==> src/sv/morse_key_hex_decoder_defines.svh <==
// assertion macros for the morse key hex decoder
`ifndef MORSE_KEY_HEX_DECODER_DEFINES_SVH
`define MORSE_KEY_HEX_DECODER_DEFINES_SVH

// plain property, checked outside reset
`define MKHD_ASSERT(label, clk, rst_n, prop, msg) \
    label: assert property (@(posedge clk) disable iff (!rst_n) prop) else $error(msg);

// next-cycle implication, checked outside reset
`define MKHD_ASSERT_NEXT(label, clk, rst_n, ante, cons, msg) \
    label: assert property (@(posedge clk) disable iff (!rst_n) (ante) |=> (cons)) else $error(msg);

`endif

==> src/sv/mkhd_pkg.sv <==
// types, constants and code tables for the morse key hex decoder
package mkhd_pkg;

    localparam int CFG_IDX_W  = 2;
    localparam int CFG_DATA_W = 16;

    typedef enum logic [CFG_IDX_W-1:0] {
        CFG_PERIOD_TICKS    = 2'd0,
        CFG_MIN_HOLD_TICKS  = 2'd1,
        CFG_DASH_TICKS      = 2'd2,
        CFG_DISPLAY_PERIODS = 2'd3
    } t_cfg_idx;

    localparam logic FUNC_TICK = 1'b0;
    localparam logic FUNC_PIN  = 1'b1;

    localparam logic [15:0] RST_PERIOD_TICKS    = 16'd50005;
    localparam logic [15:0] RST_MIN_HOLD_TICKS  = 16'd3750;
    localparam logic [15:0] RST_DASH_TICKS      = 16'd25000;
    localparam logic [3:0]  RST_DISPLAY_PERIODS = 4'd5;

    localparam logic [3:0] PERIOD_COUNT_MAX = 4'd15;

    localparam logic [7:0] SEG_DECIMAL = 8'h08;
    localparam logic [7:0] SEG_DASH    = 8'h80;

    localparam logic [7:0] SEG_TABLE [16] = '{
        8'h77, 8'h14, 8'hB3, 8'hB6, 8'hD4, 8'hE6, 8'hE7, 8'h34,
        8'hF7, 8'hF6, 8'hF5, 8'hC7, 8'h63, 8'h97, 8'hE3, 8'hE1
    };

    // mark count per hex digit
    localparam logic [3:0] CODE_LEN [16] = '{
        4'd5, 4'd5, 4'd5, 4'd5, 4'd5, 4'd5, 4'd5, 4'd5,
        4'd5, 4'd5, 4'd2, 4'd4, 4'd4, 4'd3, 4'd1, 4'd4
    };

    // bit i is mark i, 1 = dash
    localparam logic [4:0] CODE_BITS [16] = '{
        5'h1F, 5'h1E, 5'h1C, 5'h18, 5'h10, 5'h00, 5'h01, 5'h03,
        5'h07, 5'h0F, 5'h02, 5'h01, 5'h05, 5'h01, 5'h00, 5'h04
    };

    typedef struct packed {
        logic       hit;
        logic [7:0] seg;
    } t_lookup;

    function automatic t_lookup mkhd_lookup(input logic [3:0] len, input logic [4:0] code);
        t_lookup res;
        res.hit = 1'b0;
        res.seg = SEG_DECIMAL;
        for (int i = 15; i >= 0; i--) begin
            if (len == CODE_LEN[i] && code == CODE_BITS[i]) begin
                res.hit = 1'b1;
                res.seg = SEG_TABLE[i];
            end
        end
        return res;
    endfunction

endpackage

==> src/sv/mkhd_in_if.sv <==
// input channel: one tick or pin change beat
interface mkhd_in_if;
    logic valid;
    logic ready;
    logic func;
    logic key_pressed;
    logic clear_pressed;

    modport source (output valid, output func, output key_pressed, output clear_pressed,
                    input ready);
    modport sink   (input valid, input func, input key_pressed, input clear_pressed,
                    output ready);
endinterface

==> src/sv/mkhd_out_if.sv <==
// output channel: display state beat
interface mkhd_out_if;
    logic       valid;
    logic       ready;
    logic [7:0] segments;
    logic       showing;
    logic [2:0] mark_count;

    modport source (output valid, output segments, output showing, output mark_count,
                    input ready);
    modport sink   (input valid, input segments, input showing, input mark_count,
                    output ready);
endinterface

==> src/sv/morse_key_hex_decoder.sv <==
// morse key hex decoder top level
//
//   channel  dir  beat payload                              handshake
//   i_in     in   func, key_pressed, clear_pressed          valid/ready
//   o_out    out  segments, showing, mark_count             valid/ready
//   i_cfg_*  in   register index, 16-bit data               write enable only
//
// one beat per cycle: each accepted beat updates the state and loads the
// output register in the same cycle, so a result appears in the following cycle.
// i_in.ready drops only while the output register is full and o_out.ready is low.
// reset is synchronous: control state, config registers and output valid reset; mark bits and output data do not.
`include "morse_key_hex_decoder_defines.svh"

module morse_key_hex_decoder
    import mkhd_pkg::*;
#(
    parameter int MAX_MARKS = 7
) (
    input  logic                  i_clk,
    input  logic                  i_rst_n,
    mkhd_in_if.sink               i_in,
    mkhd_out_if.source            o_out,
    input  logic                  i_cfg_we,
    input  logic [CFG_IDX_W-1:0]  i_cfg_idx,
    input  logic [CFG_DATA_W-1:0] i_cfg_data
);

    localparam int LEN_W = $clog2(MAX_MARKS + 1);
    localparam int IDX_W = $clog2(MAX_MARKS);

    logic [15:0] r_period_ticks, r_min_hold_ticks, r_dash_ticks;
    logic [3:0]  r_display_periods;

    logic [15:0]          r_gap_counter,  n_gap_counter;
    logic [3:0]           r_period_count, n_period_count;
    logic                 r_display_on,   n_display_on;
    logic                 r_key_held,     n_key_held;
    logic [MAX_MARKS-1:0] r_mark_bits,    n_mark_bits;
    logic [LEN_W-1:0]     r_mark_len,     n_mark_len;
    logic [7:0]           r_segment_reg,  n_segment_reg;

    logic       r_out_valid;
    logic [7:0] r_out_segments;
    logic       r_out_showing;
    logic [2:0] r_out_mark_count;

    logic        in_acc;
    logic [16:0] next_gap;
    logic [4:0]  code;
    t_lookup     lookup;

    assign i_in.ready = !r_out_valid || o_out.ready;
    assign in_acc     = i_in.valid && i_in.ready;

    // configuration registers
    always_ff @(posedge i_clk) begin
        if (!i_rst_n) begin
            r_period_ticks    <= RST_PERIOD_TICKS;
            r_min_hold_ticks  <= RST_MIN_HOLD_TICKS;
            r_dash_ticks      <= RST_DASH_TICKS;
            r_display_periods <= RST_DISPLAY_PERIODS;
        end else if (i_cfg_we) begin
            unique case (t_cfg_idx'(i_cfg_idx))
                CFG_PERIOD_TICKS:    r_period_ticks    <= i_cfg_data;
                CFG_MIN_HOLD_TICKS:  r_min_hold_ticks  <= i_cfg_data;
                CFG_DASH_TICKS:      r_dash_ticks      <= i_cfg_data;
                CFG_DISPLAY_PERIODS: r_display_periods <= i_cfg_data[3:0];
                default: ;
            endcase
        end
    end

    // buffered marks below the fill count form the code
    always_comb begin
        for (int i = 0; i < $bits(code); i++) begin
            code[i] = r_mark_bits[i] && (LEN_W'(i) < r_mark_len);
        end
    end

    assign lookup   = mkhd_lookup(4'(r_mark_len), code);
    assign next_gap = {1'b0, r_gap_counter} + 17'd1;

    always_comb begin
        n_gap_counter  = r_gap_counter;
        n_period_count = r_period_count;
        n_display_on   = r_display_on;
        n_key_held     = r_key_held;
        n_mark_bits    = r_mark_bits;
        n_mark_len     = r_mark_len;
        n_segment_reg  = r_segment_reg;

        if (in_acc) begin
            if (i_in.func == FUNC_TICK) begin
                if (next_gap >= {1'b0, r_period_ticks}) begin
                    // period end
                    n_gap_counter = '0;
                    if (r_period_count > r_display_periods && r_display_on) begin
                        n_segment_reg  = '0;
                        n_display_on   = 1'b0;
                        n_period_count = '0;
                        n_key_held     = 1'b0;
                        n_mark_len     = '0;
                    end else if (r_display_on && r_period_count != '0) begin
                        if (r_period_count < PERIOD_COUNT_MAX) begin
                            n_period_count = r_period_count + 4'd1;
                        end
                    end else if (r_period_count != '0 && r_key_held) begin
                        // key held too long
                        n_segment_reg  = SEG_DECIMAL | SEG_DASH;
                        n_display_on   = 1'b1;
                        n_period_count = 4'd1;
                    end else if (r_period_count != '0) begin
                        n_period_count = 4'd1;
                        n_display_on   = 1'b1;
                        n_segment_reg  = lookup.seg;
                        if (!lookup.hit) begin
                            n_mark_len = '0;
                        end
                    end
                end else begin
                    n_gap_counter = next_gap[15:0];
                end
            end else begin
                n_gap_counter = '0;
                if (i_in.clear_pressed) begin
                    n_segment_reg  = '0;
                    n_display_on   = 1'b0;
                    n_period_count = '0;
                    n_key_held     = 1'b0;
                    n_mark_len     = '0;
                end else if (r_display_on) begin
                    // key ignored while showing
                end else if (i_in.key_pressed) begin
                    if (r_mark_len != '0 && r_gap_counter < r_min_hold_ticks) begin
                        // pause too short
                        n_gap_counter = r_gap_counter;
                    end else begin
                        n_period_count = 4'd1;
                        n_key_held     = 1'b1;
                    end
                end else if (r_key_held) begin
                    n_key_held     = 1'b0;
                    n_period_count = 4'd1;
                    if (r_gap_counter < r_min_hold_ticks) begin
                        n_segment_reg = SEG_DASH;
                        n_display_on  = 1'b1;
                    end else if (r_mark_len < LEN_W'(MAX_MARKS)) begin
                        n_mark_bits[r_mark_len[IDX_W-1:0]] = (r_gap_counter >= r_dash_ticks);
                        n_mark_len = r_mark_len + LEN_W'(1);
                    end
                end
            end
        end
    end

    always_ff @(posedge i_clk) begin
        if (!i_rst_n) begin
            r_gap_counter  <= '0;
            r_period_count <= '0;
            r_display_on   <= 1'b0;
            r_key_held     <= 1'b0;
            r_mark_len     <= '0;
            r_segment_reg  <= '0;
        end else begin
            r_gap_counter  <= n_gap_counter;
            r_period_count <= n_period_count;
            r_display_on   <= n_display_on;
            r_key_held     <= n_key_held;
            r_mark_len     <= n_mark_len;
            r_segment_reg  <= n_segment_reg;
        end
    end

    always_ff @(posedge i_clk) begin
        r_mark_bits <= n_mark_bits;
    end

    // output register
    always_ff @(posedge i_clk) begin
        if (!i_rst_n) begin
            r_out_valid <= 1'b0;
        end else if (in_acc) begin
            r_out_valid <= 1'b1;
        end else if (o_out.ready) begin
            r_out_valid <= 1'b0;
        end
    end

    always_ff @(posedge i_clk) begin
        if (in_acc) begin
            r_out_segments   <= n_segment_reg;
            r_out_showing    <= n_display_on;
            r_out_mark_count <= n_mark_len[2:0];
        end
    end

    assign o_out.valid      = r_out_valid;
    assign o_out.segments   = r_out_segments;
    assign o_out.showing    = r_out_showing;
    assign o_out.mark_count = r_out_mark_count;

    `MKHD_ASSERT_NEXT(a_clear_empties, i_clk, i_rst_n, in_acc && i_in.func == FUNC_PIN && i_in.clear_pressed, !r_display_on && r_mark_len == '0 && !r_key_held, "clear beat did not empty the state")
    `MKHD_ASSERT_NEXT(a_idle_holds, i_clk, i_rst_n, !in_acc, $stable(r_gap_counter) && $stable(r_mark_len) && $stable(r_segment_reg), "state changed without a beat")
    `MKHD_ASSERT_NEXT(a_out_tracks, i_clk, i_rst_n, in_acc, r_out_valid && r_out_segments == r_segment_reg && r_out_mark_count == r_mark_len[2:0], "output beat does not match state")
    `MKHD_ASSERT(a_show_starts, i_clk, i_rst_n, $rose(r_display_on) |-> r_period_count == 4'd1, "display started with wrong period count")
    `MKHD_ASSERT_NEXT(a_len_step, i_clk, i_rst_n, 1'b1, r_mark_len == $past(r_mark_len) || r_mark_len == $past(r_mark_len) + LEN_W'(1) || r_mark_len == '0, "mark count jumped")

endmodule

==> src/flat_wrapper.sv <==
// flat-port wrapper written by rule: the top's interface ports become plain ports
module morse_key_hex_decoder_flat import mkhd_pkg::*;
#(
    parameter int MAX_MARKS = 7
)
  (i_clk, i_rst_n, i_cfg_we, i_cfg_idx, i_cfg_data, i_in_valid, i_in_func, i_in_key_pressed, i_in_clear_pressed, i_in_ready, o_out_valid, o_out_segments, o_out_showing, o_out_mark_count, o_out_ready);
  mkhd_in_if i_in_i ();
  mkhd_out_if o_out_i ();
  input  logic i_clk;
  input  logic i_rst_n;
  input  logic i_cfg_we;
  input  logic [CFG_IDX_W-1:0] i_cfg_idx;
  input  logic [CFG_DATA_W-1:0] i_cfg_data;
  input wire logic [$bits(i_in_i.valid)-1:0] i_in_valid;
  input wire logic [$bits(i_in_i.func)-1:0] i_in_func;
  input wire logic [$bits(i_in_i.key_pressed)-1:0] i_in_key_pressed;
  input wire logic [$bits(i_in_i.clear_pressed)-1:0] i_in_clear_pressed;
  output wire logic [$bits(i_in_i.ready)-1:0] i_in_ready;
  output wire logic [$bits(o_out_i.valid)-1:0] o_out_valid;
  output wire logic [$bits(o_out_i.segments)-1:0] o_out_segments;
  output wire logic [$bits(o_out_i.showing)-1:0] o_out_showing;
  output wire logic [$bits(o_out_i.mark_count)-1:0] o_out_mark_count;
  input wire logic [$bits(o_out_i.ready)-1:0] o_out_ready;
  assign i_in_i.valid = i_in_valid;
  assign i_in_i.func = i_in_func;
  assign i_in_i.key_pressed = i_in_key_pressed;
  assign i_in_i.clear_pressed = i_in_clear_pressed;
  assign i_in_ready = i_in_i.ready;
  assign o_out_valid = o_out_i.valid;
  assign o_out_segments = o_out_i.segments;
  assign o_out_showing = o_out_i.showing;
  assign o_out_mark_count = o_out_i.mark_count;
  assign o_out_i.ready = o_out_ready;
  morse_key_hex_decoder #(.MAX_MARKS(MAX_MARKS)) u_core (.i_clk(i_clk), .i_rst_n(i_rst_n), .i_in(i_in_i), .o_out(o_out_i), .i_cfg_we(i_cfg_we), .i_cfg_idx(i_cfg_idx), .i_cfg_data(i_cfg_data));
endmodule
==> config.mk <==
export PLATFORM = sky130hd
export DESIGN_NAME = morse_key_hex_decoder_flat
export DESIGN_NICKNAME = d
export VERILOG_FILES = /design/src/sv/mkhd_pkg.sv /design/src/sv/mkhd_in_if.sv /design/src/sv/mkhd_out_if.sv /design/src/sv/morse_key_hex_decoder.sv /design/src/flat_wrapper.sv
export VERILOG_INCLUDE_DIRS = /design/src /design/src/sv
export SDC_FILE = /design/constraint.sdc
export NUM_CORES = 1
export LEC_CHECK = 0
export BUFFER_PORTS_ARGS = -buffer_cell sky130_fd_sc_hd__buf_2
export CAP_MARGIN = 5
export CORE_UTILIZATION = 50
export DETAILED_ROUTE_END_ITERATION = 12
export PLACE_DENSITY = 0.71
export SLEW_MARGIN = 5
export SYNTH_ARGS = -nofsm -noshare
export SYNTH_HDL_FRONTEND = slang
export SYNTH_SLANG_ARGS = --single-unit
==> constraint.sdc <==
create_clock -name i_clk -period 3.6 [get_ports i_clk]
set_input_delay 0.72 -clock i_clk [delete_from_list [all_inputs] [get_ports i_clk]]
set_output_delay 0.72 -clock i_clk [all_outputs]
set_load 0.03 [all_outputs]
Word-level counts from Yosys, hierarchy flattened --
Cells that the tools add are included.
Word-level totals: logic and storage cells 189, input port bits 26, flip-flop bits (word level) 105
Cells by class: multiplexer cells 84, reduce and logical (&&, ||, !) cells 45, bitwise operators 4, magnitude comparators 13, equality and inequality tests 25, add/subtract/negate cells 3
Operators by type and width (number):
- $mux W9 | 16
- $mux W16 | 6
- $mux W8 | 12
- $mux W4 | 12
- $mux W3 | 14
- $logic_and A1 B1 Y1 | 27
- $eq A5 B5 Y1 const B | 5
- $mux W1 | 22
- $add A16 B1 Y17 const B | 1
- $ge A17 B16 Y1 | 1
- $ge A16 B16 Y1 | 1
- $lt A16 B16 Y1 | 1
- $eq A5 B3 Y1 const B | 3
- $eq A5 B2 Y1 const B | 2
- $reduce_and A2 Y1 | 5
- $reduce_and A8 Y1 | 1
- $bwmux W7 | 1
- $reduce_and A7 Y1 | 1
- $eq A3 B2 Y1 const B | 2
- $eq A3 B3 Y1 const B | 2
- $lt A1 B3 Y1 const A | 2
- $lt A2 B3 Y1 const A | 2
- $reduce_bool A2 Y1 | 3
- $eq A5 B1 Y1 const B | 1
- 27 further kinds | 31

Logic depth before layout (Yosys ltp) --
depth after elaboration 28, mapped depth 15, mapped depth without buffers 13

Worst setup path before layout --
No wires, ideal clock.
path type flip-flop to flip-flop, from reg u_core.r_gap_counter[2], to reg u_core.r_gap_counter[2], path buffers 1, period minus slack after synthesis 3.356 ns, setup time 0.070 ns, data required time 3.530 ns, arrival 3.285 ns, stages on the path, launching flop included 14, path slack 0.244 ns, cell sequence dfxtp_1 > nand3_1 > or3_1 > clkbuf_1 > nor2b_1 > xor2_1 > ha_1 > o21a_1 > o21ai_2 > nand2b_1 > and3_1 > nand4_1 > or3b_2 > a21oi_1
On the way: cells in the longest elaborated chain, start to end 4
RTL lines:
- start, declared | RTL line morse_key_hex_decoder.sv:34 | logic [15:0] r_gap_counter, n_gap_counter;
- start signal, assigned | RTL line morse_key_hex_decoder.sv:165 | r_gap_counter <= n_gap_counter;
- $add A16 B1 Y17 or $lt A16 B16 Y1 (tied branches) | RTL line morse_key_hex_decoder.sv:81, morse_key_hex_decoder.sv:134
- $ge A17 B16 Y1 or $logic_and A1 B1 Y1 (tied branches) | RTL line morse_key_hex_decoder.sv:94, morse_key_hex_decoder.sv:134
- $mux W16 or $ne A5 B4 Y1 (tied branches)
- $mux W16 or $reduce_and A2 Y1 (tied branches)
Parallel ways exist; a longest one is shown, timed or not. A chain may end at the register's enable or synchronous reset.

Final worst setup path --
from reg u_core.r_gap_counter[1], to reg u_core.r_out_mark_count[2], in the netlist u_core.o_out.mark_count[2] (data pin)
On the way: cells in the longest elaborated chain, start to end 8
RTL lines:
- parallel branches: the longest is 6 deep, another holds $add A16 B1 Y17
- $mux W3 (*) | RTL line morse_key_hex_decoder.sv:93 | if (i_in.func == FUNC_TICK) begin
- $mux W3 (*) | RTL line morse_key_hex_decoder.sv:92 | if (in_acc) begin
- via u_core.n_mark_len[2] | RTL line morse_key_hex_decoder.sv:39 | logic [LEN_W-1:0] r_mark_len, n_mark_len;
- end signal, assigned | RTL line morse_key_hex_decoder.sv:193 | r_out_mark_count <= n_mark_len[2:0];
- end, declared | RTL line morse_key_hex_decoder.sv:45 | logic [2:0] r_out_mark_count;
Mark *: on every way through the listed nets, which the timed path passes.

==> flow_summary_export.csv <==
group,metric,value,unit
status,outcome,"complete, no violations",
layout,fin_area,0.00732,mm²
critical_path,rr_endpoint,"u_core.o_out.mark_count[2]",
clock_tree,clk_pin_slew_worst_paths,0.07,ns
grt,grt-ovfl-total,0,
synthesis,ys_ff_latch,103,
job,max-cap-violations,0,
sta,relSlewSlack,0.518,
floorplanning,core_area,0.0126,mm²
synthesis,yosysSeqAreaShare,0.347,
layout,final_cell_mix,"138 x nand2_1, 85 x dfxtp_1, 68 x a21oi_1",
clock_tree,clock-sinks,103,
layout,antenna_cells,0,
routing,wirelength,17700,µm
critical_path,crit_top_cell,"buf_4",
grt,grt_max_degree,39,
synthesis,yosys_warnings,0,
synthesis,synth_flop_cell,"dfxtp_1",
routing,drtIter0Drc,562,
routing,drc,0,
floorplanning,die_x,115,µm
critical_path,critPathKind,"reg -> reg",
synthesis,postSynthAreaPerCell,8.13,µm²
placed_design,port_buffers,39,
floorplanning,io-pin-count,40,
critical_path,cp-endpoint,"u_core.o_out.mark_count[2]",
layout,final_core_util,0.583,
grt,grt_util_all_layers,0.281,
layout,fill_cells,1143,
critical_path,end_kind,"register",
sta,finalMaxSlewViolations,0,
grt,antenna_found_initial,0,
placed_design,dpl_cell_area,0.00697,mm²
sta,min_period,3.51,ns
grt,grt_pass1_vias,6099,
critical_path,crit_slowest_cell,"dfxtp_2",
clock_tree,clk_latency,0.35,ns
layout,drive_gt1_frac,0.143,
routing,ant_nets,0,
placed_design,dp_worst_setup_slack,-0.227,ns
synthesis,synth.distinct_cells,80,
routing,via_count,6178,
sta,worst_slack,0.0932,ns
critical_path,r2r-start,"u_core.r_gap_counter[1]",
synthesis,ys_async_sr_fraction,0,
critical_path,regToRegSetupSlack,0.09,ns
floorplanning,num_rows,41,
synthesis,netlist_area,0.00643,mm²
sta,skew,0.0104,ns
pwr,power.density,328,mW/mm²
clock_tree,ctsHoldBuffers,0,
clock_tree,cts_tree,"done",
routing,dr.pass1.iters,6,
synthesis,synth_area_leaders,"dfxtp_1 27%, ha_1 11%, nand2_1 8.1%, edfxtp_1 7.9%, a21oi_1 5.3%",
critical_path,critPathLaunch,"u_core.r_gap_counter[1]",
floorplanning,die_area,0.0133,mm²
worst_hold_path,holdCritPathClass,"reg -> reg",
floorplanning,die_y,115,µm
layout,mostFrequentLayoutCell,"nand2_1",
clock_tree,htree_levels,3,
placed_design,gp_congestion,0.918,
sta,fin_hold_ws,0.457,ns
critical_path,worstPathCellList,"ha_2 -> nand2_1 -> nor3_4 -> buf_4 -> nand3_1 -> xnor2_1 -> ha_1 -> nand4_2 -> or2_0 -> a211o_1 -> nand3_2 -> buf_4 -> o311ai_2 -> buf_4 -> a21oi_1 -> nor2_1",
critical_path,start_kind,"register",
layout,fin_nets,927,
clock_tree,numCtsBuffers,9,
sta,finalSetupViolCount,0,
layout,area_growth,13.8,%
layout,multi_input_area,0.00388,mm²
sta,finalHoldViolCount,0,
floorplanning,start_util,0.512,
critical_path,crit_fanout,5,
sta,tightest_slew,0.722,ns
synthesis,yosysTopAreaCell,"dfxtp_1",
routing,routedWlPerCell,17.3,µm
routing,vias_per_cell,6.06,
clock_tree,ctsLongestPathBuffers,2,
synthesis,synthCells,791,
sta,min_period_over_period,0.974,
synthesis,syn_nets,875,
critical_path,ff2ff_path_depth,16,
placed_design,hpwl,13200,µm
sta,max_freq,285,MHz
layout,layout.area.seq,0.00223,mm²
synthesis,synth_top_area_frac,0.268,
synthesis,synth_edf_count,17,
critical_path,required,3.70,ns
critical_path,critPathArrivalTime,3.61,ns
clock_tree,cts_root_buf,"clkbuf_16",
pwr,p_leak,2.99,nW
pwr,vdd.ir_drop.worst,396,µV
grt,grt_pass1_wl,29200,µm
critical_path,critPathMaxStageDelay,0.37,ns
-- final cells by class --
class,count,share of cell area
inverters,64,0.0328
clock buffers,12,0.0337
repair buffers,76,0.0646
flip-flops and latches,103,0.305
multi-input cells,589,0.531
clock inverters,3,0.00393
well taps,172,0.0294
-- synth_stat cells, types with 5 or more instances --
master,number
nand2_1,138
dfxtp_1,86
a21oi_1,68
inv_1,63
ha_1,58
nand3_1,32
nor2_1,32
clkbuf_1,30
o211ai_1,27
o21ai_0,21
edfxtp_1,17
a31oi_1,14
nand4_1,10
nand2b_1,9
nor3_1,9
nor4_1,9
a211oi_1,8
or3_1,8
xnor2_1,8
a21o_1,7
o31ai_1,7
and3_1,6
nor2b_1,6
xor2_1,6
and4_1,5
mux2i_1,5
o21a_1,5
o22ai_1,5
or4_1,5
-- what timing repair did --
item / CTS / global route
gates resized for setup: 3 / 11
buffers inserted: 0 / 2
setup endpoints to repair: 20 / 31
pin swaps: 0 / 4
-- worst min path at each step --
stage                                            from                           to  slack, ns  cells past startpoint
after floorplan               u_core.r_dash_ticks[10]      u_core.r_dash_ticks[10]       0.44                      2
after global placement    u_core.r_min_hold_ticks[14]  u_core.r_min_hold_ticks[14]       0.45                      2
after detailed placement  u_core.r_min_hold_ticks[15]  u_core.r_min_hold_ticks[15]       0.45                      2
after CTS                 u_core.r_min_hold_ticks[15]  u_core.r_min_hold_ticks[15]       0.46                      2
after global routing         u_core.r_period_ticks[1]     u_core.r_period_ticks[1]       0.48                      2
final                          u_core.r_dash_ticks[2]       u_core.r_dash_ticks[2]       0.46                      2
-- cell families (layout without fill, tap and decap cells) --
logic type	after synthesis	after routing	share of synthesized area
buf+inv	99	155	0.0599
flops	103	103	0.347
simple gates	299	299	0.230
mux	5	5	0.00778
fa+ha+maj	58	58	0.113
xor+xnor	14	14	0.0191
compound gates	213	213	0.223
-- worst max-delay path, delay by kind of cell (launching register included) --
kind / cells / cell delay [ns]
buf+inv: 3 / 0.52
xor+xnor: 1 / 0.17
flops: 1 / 0.37
fa+ha+maj: 2 / 0.52
simple gates: 7 / 1.08
compound gates: 3 / 0.59
-- power breakdown --
part | internal (W) | switching, W | total (W)
Combinational | 0.0000852 | 0.000172 | 0.000258
Sequential | 0.00120 | 0.0000129 | 0.00121
Clock | 0.000493 | 0.000442 | 0.000934
-- per-stage QoR --
stage | cells | setup TNS [ns] | total power [W]
floorplan | 791 | 0 | 0.00139
global placement | 1002 | 0 | 0.00148
detailed placement | 1002 | -0.902 | 0.00149
CTS | 1017 | 0 | 0.00242
global route | 1019 | -0.405 | 0.00249
finish | 1019 | 0 | 0.00240
-- per-layer routing --
metal / vias up / routed length (µm) / global-route usage
li1: 2979 / - / -
met1: 2979 / 7330 / 0.330
met5: - / 0 / 0
met2: 182 / 8850 / 0.495
met3: 38 / 958 / 0.0560
met4: 0 / 522 / 0.129
(Power assumes the default switching activity.)
